File: src/rtl/core/inikv_pkg.sv
// ----------------------------------------------------------------------------
// inikv_pkg
// Types and constants shared by the key=value line parser modules.
// ----------------------------------------------------------------------------
package inikv_pkg;

   typedef struct packed {
      logic       kind;
      logic [7:0] byte_req;
   } req_type;

   typedef struct packed {
      logic [7:0] out_byte;
      logic [1:0] part;
      logic [2:0] status;
      logic       last;
   } rsp_type;

   localparam logic KIND_BYTE = 1'b0;
   localparam logic KIND_EOL  = 1'b1;

   localparam logic [1:0] PART_KEY = 2'd0;
   localparam logic [1:0] PART_VAL = 2'd1;
   localparam logic [1:0] PART_ERR = 2'd2;

   localparam logic [2:0] ST_OK        = 3'd0;
   localparam logic [2:0] ST_NOSEP     = 3'd1;
   localparam logic [2:0] ST_EMPTY_KEY = 3'd2;
   localparam logic [2:0] ST_EMPTY_VAL = 3'd3;
   localparam logic [2:0] ST_TOO_LONG  = 3'd4;

   localparam logic [7:0] CH_NUL   = 8'h00;
   localparam logic [7:0] CH_TAB   = 8'h09;
   localparam logic [7:0] CH_LF    = 8'h0A;
   localparam logic [7:0] CH_CR    = 8'h0D;
   localparam logic [7:0] CH_SPACE = 8'h20;
   localparam logic [7:0] CH_HASH  = 8'h23;
   localparam logic [7:0] CH_SEMI  = 8'h3B;
   localparam logic [7:0] CH_EQUAL = 8'h3D;

   typedef enum logic [5:0] {
      PH_SKIP_KEY = 6'b000001,
      PH_KEY      = 6'b000010,
      PH_SKIP_VAL = 6'b000100,
      PH_VAL      = 6'b001000,
      PH_DONE     = 6'b010000,
      PH_NOSEP    = 6'b100000
   } phase_type;

   typedef enum logic [2:0] {
      CS_IDLE = 3'b001,
      CS_KEY  = 3'b010,
      CS_VAL  = 3'b100
   } ctrl_state_type;

   typedef struct packed {
      logic byte_en;
      logic eol_err;
      logic rd_key;
      logic rd_val;
      logic rd_wrap;
      logic line_clear;
   } cmd_type;

   typedef struct packed {
      logic eol_ok;
      logic key_end;
      logic val_end;
   } sts_type;

endpackage

File: src/rtl/core/ini_key_value_line_parser_unit.sv
// ----------------------------------------------------------------------------
// ini_key_value_line_parser_unit
// Parses one text line into a key=value pair and reports it at line end.
// ----------------------------------------------------------------------------
//  channel   ports                          handshake
//  request   start, busy, req_data          taken when start & !busy
//  response  rsp_strobe, rsp_data           single-cycle strobe per item, no stall
//
//  Line bytes may follow back to back while busy is low.
//  An end-of-line item with an error gives one item on the next cycle.
//  A valid line streams key then value bytes, one per cycle through the
//  single read port of each byte store: the state register enters CS_KEY,
//  then the read and strobe registers give each byte; busy stays high
//  until the last value byte is read. Reset is synchronous; the stores are not cleared and need no pass.
// ----------------------------------------------------------------------------
module ini_key_value_line_parser_unit
   import inikv_pkg::*;
#(
   parameter int KEY_MAX   = 32,
   parameter int VALUE_MAX = 32
)
(
   input  logic    clock,
   input  logic    reset,
   input  logic    start,
   output logic    busy,
   input  req_type req_data,
   output logic    rsp_strobe,
   output rsp_type rsp_data
);

   cmd_type cmd;
   sts_type sts;

   inikv_ctrl u_ctrl (
      .clock (clock),
      .reset (reset),
      .start (start),
      .kind  (req_data.kind),
      .sts   (sts),
      .busy  (busy),
      .cmd   (cmd)
   );

   inikv_dp #(
      .KEY_MAX   (KEY_MAX),
      .VALUE_MAX (VALUE_MAX)
   ) u_dp (
      .clock      (clock),
      .reset      (reset),
      .cmd        (cmd),
      .byte_req   (req_data.byte_req),
      .sts        (sts),
      .rsp_strobe (rsp_strobe),
      .rsp_data   (rsp_data)
   );

endmodule

File: src/rtl/core/inikv_ctrl.sv
// ----------------------------------------------------------------------------
// inikv_ctrl
// Controller: takes items, sequences the key and value read-out at line end.
// ----------------------------------------------------------------------------
module inikv_ctrl
   import inikv_pkg::*;
(
   input  logic    clock,
   input  logic    reset,
   input  logic    start,
   input  logic    kind,
   input  sts_type sts,
   output logic    busy,
   output cmd_type cmd
);

   ctrl_state_type state_ff, state_in;

   always_comb begin
      state_in = state_ff;
      cmd      = '0;
      busy     = 1'b1;
      unique case (state_ff)
         CS_IDLE: begin
            busy = 1'b0;
            if (start) begin
               if (kind == KIND_BYTE) begin
                  cmd.byte_en = 1'b1;
               end else if (sts.eol_ok) begin
                  state_in = CS_KEY;
               end else begin
                  cmd.eol_err    = 1'b1;
                  cmd.line_clear = 1'b1;
               end
            end
         end
         CS_KEY: begin
            cmd.rd_key = 1'b1;
            if (sts.key_end) begin
               cmd.rd_wrap = 1'b1;
               state_in    = CS_VAL;
            end
         end
         CS_VAL: begin
            cmd.rd_val = 1'b1;
            if (sts.val_end) begin
               cmd.rd_wrap    = 1'b1;
               cmd.line_clear = 1'b1;
               state_in       = CS_IDLE;
            end
         end
         default: begin
            state_in = CS_IDLE;
         end
      endcase
   end

   always_ff @(posedge clock) begin
      if (reset) begin
         state_ff <= CS_IDLE;
      end else begin
         state_ff <= state_in;
      end
   end

endmodule

File: src/rtl/core/inikv_dp.sv
// ----------------------------------------------------------------------------
// inikv_dp
// Datapath: line scan, key and value stores, counters and result register.
// ----------------------------------------------------------------------------
module inikv_dp
   import inikv_pkg::*;
#(
   parameter int KEY_MAX   = 32,
   parameter int VALUE_MAX = 32
)
(
   input  logic       clock,
   input  logic       reset,
   input  cmd_type    cmd,
   input  logic [7:0] byte_req,
   output sts_type    sts,
   output logic       rsp_strobe,
   output rsp_type    rsp_data
);

   localparam int KCW  = $clog2(KEY_MAX + 1);
   localparam int VCW  = $clog2(VALUE_MAX + 1);
   localparam int KIW  = (KEY_MAX > 1) ? $clog2(KEY_MAX) : 1;
   localparam int VIW  = (VALUE_MAX > 1) ? $clog2(VALUE_MAX) : 1;
   localparam int RW   = (KCW > VCW) ? KCW : VCW;

   logic [7:0] key_mem [KEY_MAX];
   logic [7:0] val_mem [VALUE_MAX];

   phase_type      phase_ff, phase_in;
   logic [KCW-1:0] key_cnt_ff, key_cnt_in;
   logic [KCW-1:0] key_trim_ff, key_trim_in;
   logic [VCW-1:0] val_cnt_ff, val_cnt_in;
   logic [VCW-1:0] val_trim_ff, val_trim_in;
   logic           too_long_ff, too_long_in;
   logic [RW-1:0]  rd_idx_ff, rd_idx_in;
   logic           key_wr, val_wr;

   logic [7:0] key_rd_ff, val_rd_ff;
   logic       strobe_ff;
   logic [1:0] part_ff;
   logic [2:0] status_ff;
   logic       last_ff;

   logic          is_blank, is_equal, is_end;
   logic [2:0]    eol_status;
   logic [RW-1:0] key_trim_rw, val_trim_rw;

   assign is_blank = (byte_req == CH_SPACE) || (byte_req == CH_TAB) ||
                     (byte_req == CH_CR) || (byte_req == CH_LF);
   assign is_equal = (byte_req == CH_EQUAL);
   assign is_end   = (byte_req == CH_NUL) || is_equal ||
                     (byte_req == CH_SEMI) || (byte_req == CH_HASH);

   always_comb begin
      priority if (phase_ff == PH_SKIP_KEY || phase_ff == PH_KEY ||
                   phase_ff == PH_NOSEP) begin
         eol_status = ST_NOSEP;
      end else if (key_trim_ff == '0) begin
         eol_status = ST_EMPTY_KEY;
      end else if (val_trim_ff == '0) begin
         eol_status = ST_EMPTY_VAL;
      end else if (too_long_ff) begin
         eol_status = ST_TOO_LONG;
      end else begin
         eol_status = ST_OK;
      end
   end

   assign key_trim_rw = RW'(key_trim_ff);
   assign val_trim_rw = RW'(val_trim_ff);

   assign sts.eol_ok  = (eol_status == ST_OK);
   assign sts.key_end = (rd_idx_ff == key_trim_rw - RW'(1));
   assign sts.val_end = (rd_idx_ff == val_trim_rw - RW'(1));

   always_comb begin
      phase_in    = phase_ff;
      key_cnt_in  = key_cnt_ff;
      key_trim_in = key_trim_ff;
      val_cnt_in  = val_cnt_ff;
      val_trim_in = val_trim_ff;
      too_long_in = too_long_ff;
      key_wr      = 1'b0;
      val_wr      = 1'b0;
      if (cmd.line_clear) begin
         phase_in    = PH_SKIP_KEY;
         key_cnt_in  = '0;
         key_trim_in = '0;
         val_cnt_in  = '0;
         val_trim_in = '0;
         too_long_in = 1'b0;
      end else if (cmd.byte_en) begin
         unique case (phase_ff)
            PH_SKIP_KEY, PH_KEY: begin
               if (phase_ff == PH_SKIP_KEY && is_blank) begin
                  phase_in = PH_SKIP_KEY;
               end else if (is_equal) begin
                  phase_in = PH_SKIP_VAL;
               end else if (is_end) begin
                  phase_in = PH_NOSEP;
               end else begin
                  phase_in = PH_KEY;
                  if (key_cnt_ff == KCW'(KEY_MAX)) begin
                     too_long_in = too_long_ff | ~is_blank;
                  end else begin
                     key_wr     = 1'b1;
                     key_cnt_in = key_cnt_ff + KCW'(1);
                     if (!is_blank) begin
                        key_trim_in = key_cnt_ff + KCW'(1);
                     end
                  end
               end
            end
            PH_SKIP_VAL, PH_VAL: begin
               if (phase_ff == PH_SKIP_VAL && is_blank) begin
                  phase_in = PH_SKIP_VAL;
               end else if (is_end) begin
                  phase_in = PH_DONE;
               end else begin
                  phase_in = PH_VAL;
                  if (val_cnt_ff == VCW'(VALUE_MAX)) begin
                     too_long_in = too_long_ff | ~is_blank;
                  end else begin
                     val_wr     = 1'b1;
                     val_cnt_in = val_cnt_ff + VCW'(1);
                     if (!is_blank) begin
                        val_trim_in = val_cnt_ff + VCW'(1);
                     end
                  end
               end
            end
            PH_DONE, PH_NOSEP: begin
               phase_in = phase_ff;
            end
            default: begin
               phase_in = PH_SKIP_KEY;
            end
         endcase
      end
   end

   always_comb begin
      rd_idx_in = rd_idx_ff;
      if (cmd.rd_wrap) begin
         rd_idx_in = '0;
      end else if (cmd.rd_key || cmd.rd_val) begin
         rd_idx_in = rd_idx_ff + RW'(1);
      end
   end

   always_ff @(posedge clock) begin
      if (reset) begin
         phase_ff    <= PH_SKIP_KEY;
         key_cnt_ff  <= '0;
         key_trim_ff <= '0;
         val_cnt_ff  <= '0;
         val_trim_ff <= '0;
         too_long_ff <= 1'b0;
         rd_idx_ff   <= '0;
         strobe_ff   <= 1'b0;
      end else begin
         phase_ff    <= phase_in;
         key_cnt_ff  <= key_cnt_in;
         key_trim_ff <= key_trim_in;
         val_cnt_ff  <= val_cnt_in;
         val_trim_ff <= val_trim_in;
         too_long_ff <= too_long_in;
         rd_idx_ff   <= rd_idx_in;
         strobe_ff   <= cmd.eol_err | cmd.rd_key | cmd.rd_val;
      end
   end

   always_ff @(posedge clock) begin
      if (key_wr) begin
         key_mem[key_cnt_ff[KIW-1:0]] <= byte_req;
      end
      if (cmd.rd_key) begin
         key_rd_ff <= key_mem[rd_idx_ff[KIW-1:0]];
      end
   end

   always_ff @(posedge clock) begin
      if (val_wr) begin
         val_mem[val_cnt_ff[VIW-1:0]] <= byte_req;
      end
      if (cmd.rd_val) begin
         val_rd_ff <= val_mem[rd_idx_ff[VIW-1:0]];
      end
   end

   always_ff @(posedge clock) begin
      if (cmd.eol_err) begin
         part_ff   <= PART_ERR;
         status_ff <= eol_status;
         last_ff   <= 1'b1;
      end else if (cmd.rd_key) begin
         part_ff   <= PART_KEY;
         status_ff <= ST_OK;
         last_ff   <= 1'b0;
      end else if (cmd.rd_val) begin
         part_ff   <= PART_VAL;
         status_ff <= ST_OK;
         last_ff   <= sts.val_end;
      end
   end

   always_comb begin
      rsp_data.part   = part_ff;
      rsp_data.status = status_ff;
      rsp_data.last   = last_ff;
      unique case (part_ff)
         PART_KEY: rsp_data.out_byte = key_rd_ff;
         PART_VAL: rsp_data.out_byte = val_rd_ff;
         default:  rsp_data.out_byte = 8'h00;
      endcase
   end

   assign rsp_strobe = strobe_ff;

endmodule

File: config.mk
export PLATFORM = sky130hd
export DESIGN_NAME = ini_key_value_line_parser_unit
export DESIGN_NICKNAME = d
export VERILOG_FILES = /design/src/rtl/core/inikv_pkg.sv /design/src/rtl/core/ini_key_value_line_parser_unit.sv /design/src/rtl/core/inikv_ctrl.sv /design/src/rtl/core/inikv_dp.sv
export SDC_FILE = /design/constraint.sdc
export NUM_CORES = 1
export LEC_CHECK = 0
export CAP_MARGIN = 10
export CORE_MARGIN = 2
export CORE_UTILIZATION = 31
export DETAILED_ROUTE_END_ITERATION = 12
export DONT_BUFFER_PORTS = 1
export PLACE_DENSITY = 0.56
export SYNTH_ARGS = -nofsm -noshare
export SYNTH_HDL_FRONTEND = slang
export SYNTH_HIERARCHICAL = 1
export SYNTH_SLANG_ARGS = --single-unit
File: constraint.sdc
create_clock -name clock -period 4.5 [get_ports clock]
set_input_delay 0 -clock clock [delete_from_list [all_inputs] [get_ports clock]]
set_output_delay 0 -clock clock [all_outputs]
set_load 0.02 [all_outputs]
==> results of run 1 <==
-- layer usage --
metal | GRT usage (%) | vias to the layer above | part of all wire (%)
met2 | 23.70 | 339 | 49
met5 | 0 | - | 0
li1 | - | 5267 | -
met3 | 2.661 | 60 | 5.6
met1 | 19.91 | 6230 | 44
met4 | 3.088 | 0 | 1.6
-- critical path, cell delays in order, from the launching register on --
cell      delay [ns]
dfxtp_1         0.39
inv_1           0.10
ha_1            0.20
and3b_1         0.18
nor2b_1         0.16
nand2_1         0.11
nor2_1          0.17
nor3_2          0.11
nand2b_1        0.17
nand2b_1        0.38
nor3_1          1.06
-- power by group --
| group | switching (mW) | internal, mW |
|---|---|---|
| registers | 0.00991 | 5.84 |
| clock network | 2.04 | 3.13 |
| logic | 0.164 | 0.0682 |
-- how the worst min path moves through the flow --
stage                 from                to  slack, ns  depth (start not counted)
3_5_place_dp         reset   u_dp/rsp_strobe       0.08                          1
3_3_place_gp         reset   u_dp/rsp_strobe       0.08                          1
6_report       req_data[0]  u_dp/phase_ff[2]       0.06                          5
4_1_cts        req_data[0]  u_dp/phase_ff[2]      0.003                          5
5_1_grt        req_data[3]  u_dp/phase_ff[2]       0.06                          5
2_1_floorplan        reset   u_dp/rsp_strobe       0.07                          1
-- cell families (layout without fill, tap and decap cells) --
family	count (synthesis)	in the layout	share of synthesized area, %
buffers and inverters	92	208	1.714
multiplexers	200	200	16.18
AND/OR/NAND/NOR	270	270	6.010
flip-flops	575	575	71.59
XOR/XNOR	32	32	1.192
other	0	1	0
AO/OA/AOI/OAI	84	84	2.624
adder cells (fa/ha/maj)	13	13	0.6920
-- cells in the final DEF (no fill, tap or decap), types with 5 or more instances in the layout --
master and n:
clkbuf_16 57, o21a_1 16, a21oi_1 10, nor2b_1 10, nor4_1 6, nor2_1 68
mux2i_1 56, nand2b_1 5, bufinv_16 14, nor3b_1 6, xor2_1 15, clkbuf_1 6
dlygate4sd3_1 12, o21ai_0 6, nor3_1 43, buf_4 63, edfxtp_1 531, nand4_1 15
xnor2_1 17, nand3b_1 7, nand3_1 15, mux4_2 144, and3_1 10, inv_1 17
a22oi_1 16, clkinv_2 11, dfxtp_1 41, or3_1 7, clkinv_1 10, buf_16 8
ha_1 13, nand2_1 49
-- area by class of cell --
type,instances,share of cell area (%)
antenna,1,0.009168
clock buffer,63,5.308
clock inverter,42,2.141
inverter,17,0.2338
multi-input combinational,599,23.04
sequential,575,61.68
tap,969,4.442
timing repair buffer,86,3.144
-- per-stage QoR --
stage / hold WS (ns) / std cells / setup WS [ns] / total power [mW]
after global placement: 0.08214 / 2225 / 1.094 / 6.068
after detailed placement: 0.07617 / 2225 / 1.030 / 6.069
after floorplan: 0.07161 / 1266 / 1.217 / 6.042
after global routing: 0.05530 / 2351 / 0.8622 / 11.59
after CTS: 0.002813 / 2350 / 1.017 / 11.38
final: 0.05826 / 2352 / 1.089 / 11.24
-- registers in the layout, indices dropped and copies added (netlist names), 8 cells and up --
| signal | cells |
|---|---|
| u_dp/key_rd_ff | 8 |
| u_dp/val_mem | 256 |
| u_dp/val_rd_ff | 8 |
| u_dp/key_mem | 256 |
==> results.yml, run 1 <==
setup_path:
  crit_end: "u_dp/val_mem[4][1]"
  reg2reg_slack_ns: 1.09
  cp.required_ns: 4.72
  crit_start: "u_dp/val_trim_ff[0]"
  r2r_cells: 10
  crit_fanout: 8
  r2r-start: "u_dp/val_trim_ff[0]"
  crit_type: "reg2reg"
  crit_path_start_kind: "flip-flop"
  r2r_end: "u_dp/val_mem[4][1]"
  crit_path_end_kind: "flip-flop"
  arrival_ns: 3.63
global_routing:
  grt-ovfl-total: 0
  grt_pass1_vias: 12274
  grt_max_degree: 133
  antenna_found_initial: 2
  grt_first_pass_wirelength_um: 82870
  gr-usage-all-layers_pct: 14.39
place:
  dpl_cell_area_um2: 24920
  routabilityCongestion: 0.8301
  dpl.hpwl_um: 32640
  port_buffers: 0
worst_hold_path:
  hold_path_class: "in2reg"
finish:
  drive_gt1_share_pct: 23.95
  multi_input_area_um2: 6289
  area_growth_pct: 16.13
  final_area_um2: 27300
  final_core_util_pct: 36.54
  fill_cells: 6793
  fin_nets: 1361
  regArea_um2: 16840
clock_network:
  htree_levels: 2
  numCtsBuffers: 57
  cts_num_sinks: 575
  cts.root.buffer_cell: "clkbuf_16"
  clkTransAtPathRegs_ns: 0.06
  clock_tree.buffer_depth: 3
  cts_hold_buf: 20
  worstSkewPairLatency_ns: 0.63
  cts_resized: 0
  cts_setup_buffers: 0
  cts_tree: "yes"
timing:
  hold_violations: 0
  tns_ns: 0
  rsz0062_at_grt: "no"
  tightestPinTransition_ns: 1.196
  max_freq_mhz: 293.1
  finalSetupViolCount: 0
  finalMaxSlewViolations: 0
  period_share_pct: 75.81
  fin_worst_skew_ns: 0.02963
  period_minus_slack_ns: 3.411
  slew_headroom_pct: 19.67
run_status:
  status: "complete, no violations"
synthesis:
  synthesis.nets: 1291
  synth_most_common_cell: "edfxtp_1"
  async_reset_ff_share_pct: 0
  yosys.cell_types.count: 66
  ys_seq_area_share_pct: 71.59
  synth_top_area_share_pct: 67.84
  synth_cells: 1266
  ys_warn_count: 6
  synthFlopType: "edfxtp_1"
  synth_area_leaders: "edfxtp_1 (68%), mux4_2 (14%), dfxtp_1 (3.7%)"
  synth_seq_cells: 575
  syn_area_um2: 23510
  synthTopCellsByCount: "edfxtp_1 (531), mux4_2 (144), nor2_1 (69)"
  synth_edf_count: 531
  synth_area_per_cell_um2: 18.57
  synth_top_cell_by_area: "edfxtp_1"
routing:
  dr.first_iter.drc_count: 961
  vias: 11896
  wire_per_inst_um: 23.73
  drt-total-wl_um: 55820
  viasPerCell: 5.058
  drc_errors: 0
  ant_nets: 0
  drt_pass1_iterations: 7
floorplanning:
  rows: 100
  design.core.area_um2: 74700
  start_util_pct: 31.47
  chipWidth_um: 279.4
  die_h_um: 279.4
  die_area_um2: 78040
  io_pins: 28
run:
  maxCapViolCount: 0
pwr:
  pwr_density_cell_nw_per_um2: 411.9
  leakagePower_nw: 8.342
  peakVddDrop_uv: 294.3
Power figures use the tool's default switching activity.
==> inputs of run 2 (changes only) <==
clock period = 3.3 ns   (was 4.5 ns; I/O delays follow)
==> run 2 against run 1 <==
Against the previous run: clock skew is 0.019 ns lower; highest routed layer unchanged; sequential share of layout area is 0.11 points lower; register-to-register slack worse by 0.82 ns; die area stayed put; core utilization is 0.064 points higher; via count is 0.16% lower; sequential power is 36% higher; combinational power is 38% higher; count of clock-buffer cells in the layout is 8 higher; flip-flop and latch count stayed put.
==> results.yml, run 2 (synthesized netlist as in run 1, its figures left out) <==
routing:
  drt_pass1_iterations: 7
  dr.first_iter.drc_count: 1063
  vias: 11877
  viasPerCell: 4.997
  drt-total-wl_um: 55140
  drc_errors: 0
  ant_nets: 0
  wire_per_inst_um: 23.20
finish:
  regArea_um2: 16840
  final_cell_mix: "edfxtp_1 (531), mux4_2 (144), buf_4 (83)"
  final_core_util_pct: 36.61
  multi_input_area_um2: 6304
  area_growth_pct: 16.33
  fin_nets: 1385
  drive_gt1_share_pct: 24.84
  fill_cells: 6798
  layout_commonest_cell: "edfxtp_1"
setup_path:
  crit_end: "u_dp/val_mem[12][5]"
  r2r_end: "u_dp/val_mem[12][5]"
  crit_type: "reg2reg"
  arrival_ns: 3.39
  cp.required_ns: 3.66
  r2r-start: "u_dp/val_trim_ff[0]"
  max_stage_delay_ns: 0.40
  crit_path_end_kind: "flip-flop"
  path_cells: "inv_1 -> ha_1 -> o21ba_2 -> a221oi_1 -> a41oi_1 -> nor3_1 -> nand2_1 -> nand2b_2 -> nand2b_2 -> nor3_1 -> buf_4"
  crit_fanout: 14
  crit_path_start_kind: "flip-flop"
  reg2reg_slack_ns: 0.27
  crit_path_top_delay_cell: "dfxtp_1"
  crit_start: "u_dp/val_trim_ff[0]"
  r2r_cells: 11
pwr:
  peakVddDrop_uv: 325.3
  pwr_density_cell_nw_per_um2: 539.8
  leakagePower_nw: 8.365
global_routing:
  grt_max_degree: 69
  met3_usage_pct: 3.445
  gr-usage-all-layers_pct: 14.27
  grt_first_pass_wirelength_um: 82840
  grt_use_met2_pct: 23.94
  grt_util_met1_pct: 18.65
  antenna_found_initial: 1
  top_usage_layer: "met2"
  grt-ovfl-total: 0
  grt_pass1_vias: 12585
run:
  maxCapViolCount: 0
clock_network:
  clkTransAtPathRegs_ns: 0.06
  worstSkewPairLatency_ns: 0.61
  clock_tree.buffer_depth: 3
  htree_levels: 2
  numCtsBuffers: 59
  cts.root.buffer_cell: "clkbuf_16"
  cts_num_sinks: 575
  cts_tree: "yes"
timing:
  period_share_pct: 91.73
  hold_violations: 0
  fin_worst_skew_ns: 0.01020
  hold_slack_ns: 0.07223
  max_freq_mhz: 330.3
  finalMaxSlewViolations: 0
  tightestPinTransition_ns: 1.071
  fin_ws_ns: 0.2728
  period_minus_slack_ns: 3.027
  finalSetupViolCount: 0
  rsz0062_at_grt: "no"
  slew_headroom_pct: 28.56
floorplanning:
  die_area_um2: 78040
  chipWidth_um: 279.4
  start_util_pct: 31.47
  die_h_um: 279.4
  io_pins: 28
  rows: 100
  design.core.area_um2: 74700
place:
  port_buffers: 0
  dpl.hpwl_um: 32910
  routabilityCongestion: 0.7958
  dp_slack_ns: -0.06246
worst_hold_path:
  hold_path_class: "in2reg"
  min_from: "req_data[1]"
run_status:
  status: "complete, no violations"
run 2: what timing repair did:
| item | CTS | global route |
|---|---|---|
| hold endpoints to repair | 559 | 0 |
| gates cloned | 0 | 0 |
| gates resized for setup | 5 | 1 |
| hold buffers | 20 | 0 |
| buffers inserted | 0 | 0 |
| setup endpoints to repair | 206 | 513 |
run 2: area by class of cell:
class                   instances  share of cell area (%)
diodes                          7                 0.06406
clock buffers                  71                   5.564
clock inverters                31                   1.185
inverters                      17                  0.2334
multi-input cells             599                   23.05
flip-flops and latches        575                   61.58
well taps                     969                   4.434
repair buffers                108                   3.889
run 2: report_power, final:
| group | total [mW] | switching (mW) | internal, mW |
|---|---|---|---|
| clock network | 6.47 | 2.68 | 3.79 |
| registers | 7.97 | 0.0136 | 7.96 |
| logic | 0.319 | 0.221 | 0.0977 |
run 2: per-stage QoR:
step	cells	TNS [ns]	instance area [um^2]	power, mW
final	2377	0	27340	14.76
after global routing	2370	0	27330	15.22
after CTS	2370	0	27320	14.94
after detailed placement	2248	-2.221	25130	8.281
after global placement	2248	-0.08917	25130	8.280
after floorplan	1266	0	23510	8.239
run 2: worst min path at each step:
stage,end,slack [ns],cells after the start
final,u_dp/val_cnt_ff[5],0.07,4
after global routing,u_dp/val_cnt_ff[5],0.09,4
after CTS,u_dp/val_cnt_ff[5],0.03,4
after detailed placement,u_dp/rsp_strobe,0.08,1
after global placement,u_dp/rsp_strobe,0.08,1
after floorplan,u_dp/rsp_strobe,0.07,1
run 2: worst max-delay path: cells and delay by family (launching register included):
family	cells	cell delay, ns
compound gates	3	0.57
fa+ha+maj	1	0.26
buf+inv	2	0.34
simple gates	5	1.21
flops	1	0.40
run 2: metal layers:
layer  up-vias  share of wire (%)  routed length, um
li1       5317                  -                  -
met1      6194                 43              23660
met2       295                 49              26970
met3        71                6.2               3431
met4         0                2.0               1083
met5         -                  0                  0
==> inputs of run 3 (changes only) <==
GPL_TIMING_DRIVEN = 0   (was not set)
==> run 3 against run 2 <==
Against the previous run: via count increased by 4.3%; final area up 2.8%; fmax shrank 5.3%; combinational power increased by 4%; total power up 3.3%; sequential share of layout area down 1.7 points; core utilization increased by 1.0 points; die area unchanged; count of clock-buffer cells in the layout down 6; global-route usage is 1.1 points higher; first-iteration DRC count shrank 2.0%; critical path type unchanged.
==> results.yml, run 3 (synthesized netlist as in run 1, its figures left out) <==
routing:
  drt-total-wl_um: 59990
  drt_pass1_iterations: 5
  viasPerCell: 5.157
  dr.first_iter.drc_count: 1042
  vias: 12386
  ant_nets: 0
  drc_errors: 0
  wire_per_inst_um: 24.97
timing:
  slew_headroom_pct: 34.51
  fin_worst_skew_ns: 0.02655
  hold_slack_ns: 0.1119
  period_share_pct: 96.92
  finalMaxSlewViolations: 0
  hold_violations: 0
  period_minus_slack_ns: 3.198
  max_freq_mhz: 312.7
  tightestPinTransition_ns: 0.9824
  rsz0062_at_grt: "yes"
  finalSetupViolCount: 0
setup_path:
  crit_type: "reg2reg"
  crit_path_end_kind: "flip-flop"
  crit_fanout: 10
  crit_path_start_kind: "flip-flop"
  arrival_ns: 3.48
  cp.required_ns: 3.58
place:
  routabilityCongestion: 0.8085
  port_buffers: 0
  dpl.hpwl_um: 37710
clock_network:
  cts.root.buffer_cell: "clkbuf_16"
  htree_levels: 2
  worstSkewPairLatency_ns: 0.64
  numCtsBuffers: 59
  clkTransAtPathRegs_ns: 0.06
  clock_tree.buffer_depth: 3
  cts_num_sinks: 575
  cts_tree: "yes"
finish:
  drive_gt1_share_pct: 28.30
  area_growth_pct: 19.60
  final_cell_mix: "edfxtp_1 (531), mux4_2 (144), clkbuf_16 (59)"
  final_core_util_pct: 37.63
  fin_nets: 1407
  layout_commonest_cell: "edfxtp_1"
global_routing:
  antenna_found_initial: 2
  grt_pass1_vias: 12664
  grt_max_degree: 69
  met3_usage_pct: 3.228
  top_usage_layer: "met2"
  grt_use_met2_pct: 25.48
  grt_util_met1_pct: 20.69
  grt-ovfl-total: 0
  gr-usage-all-layers_pct: 15.38
  grt_first_pass_wirelength_um: 87640
floorplanning:
  die_h_um: 279.4
  die_area_um2: 78040
  rows: 100
  chipWidth_um: 279.4
  io_pins: 28
  design.core.area_um2: 74700
  start_util_pct: 31.47
pwr:
  pwr_density_cell_nw_per_um2: 542.4
  leakagePower_nw: 8.789
  peakVddDrop_uv: 353.4
worst_hold_path:
  hold_path_class: "in2reg"
run:
  maxCapViolCount: 0
run_status:
  status: "complete, no violations"
==> run 3: metrics by stage <==
stage               cell area, um^2  setup slack (ns)  setup TNS (ns)  total power, mW  cells
floorplan                     23510           0.01731               0            8.239   1266
global placement              24720            -1.603         -658.94            8.280   2235
detailed placement            24910            -1.651         -634.21            8.283   2256
CTS                           27740          -0.07539          -1.501            15.39   2389
global route                  28110           -0.1332          -5.284            15.67   2400
finish                        28110            0.1017               0            15.25   2402
==> run 3: area by class of cell <==
class                   count  area (um^2)
flip-flops and latches    575        16830
plain buffers              69        347.8
clock inverters            45        528.0
multi-input cells         599         6912
diodes                      2        5.005
inverters                  17        63.81
repair buffers             61        716.9
fillers                  6717        46580
clock buffers              65         1499
well taps                 969         1212
==> run 3: critical path: stages, from the launching register on <==
cell and delay, ns:
dfxtp_1 0.40, inv_1 0.10, ha_1 0.20, nand3b_1 0.14
nor2b_1 0.23, nand2_1 0.12, nor2_2 0.19, nor3_4 0.10
nand2b_1 0.21, clkbuf_4 0.22, nor2b_1 0.13, nand4_1 0.10
buf_4 0.25, nor2_2 0.44
==> run 3: path summary, 6_finish.rpt <==
check,slack (ns),endpoint,cells past startpoint,startpoint
worst min register to register,0.50,u_dp/val_trim_ff[1],2,u_dp/val_trim_ff[1]
worst max register to register,0.10,u_dp/key_mem[13][1],13,u_dp/key_trim_ff[0]
worst min-delay path,0.11,u_dp/val_cnt_ff[2],5,req_data[8]
worst max-delay path,0.10,u_dp/key_mem[13][1],13,u_dp/key_trim_ff[0]
==> run 3: timing repair <==
item                                    in CTS  in global routing
pin swaps                                    3                 12
setup buffers                                6                 12
endpoints found under the setup margin     562                457
hold endpoints to repair                   559                  0
gates resized for setup                    102                 36
hold buffers                                22                  0
==> run 3: power by group <==
group | internal, mW | leakage [nW] | total (mW) | switching [mW]
sequential | 7.96 | 5.13 | 7.97 | 0.0124
clock | 4.07 | 0.966 | 6.94 | 2.87
combinational | 0.0998 | 2.69 | 0.333 | 0.233
==> run 3: metal layers <==
metal	wire length, um	share of wire, %	up-vias
met3	4005	6.7	61
li1	-	-	5373
met1	25350	42	6596
met4	1088	1.8	0
met5	0	0	-
met2	29550	49	356
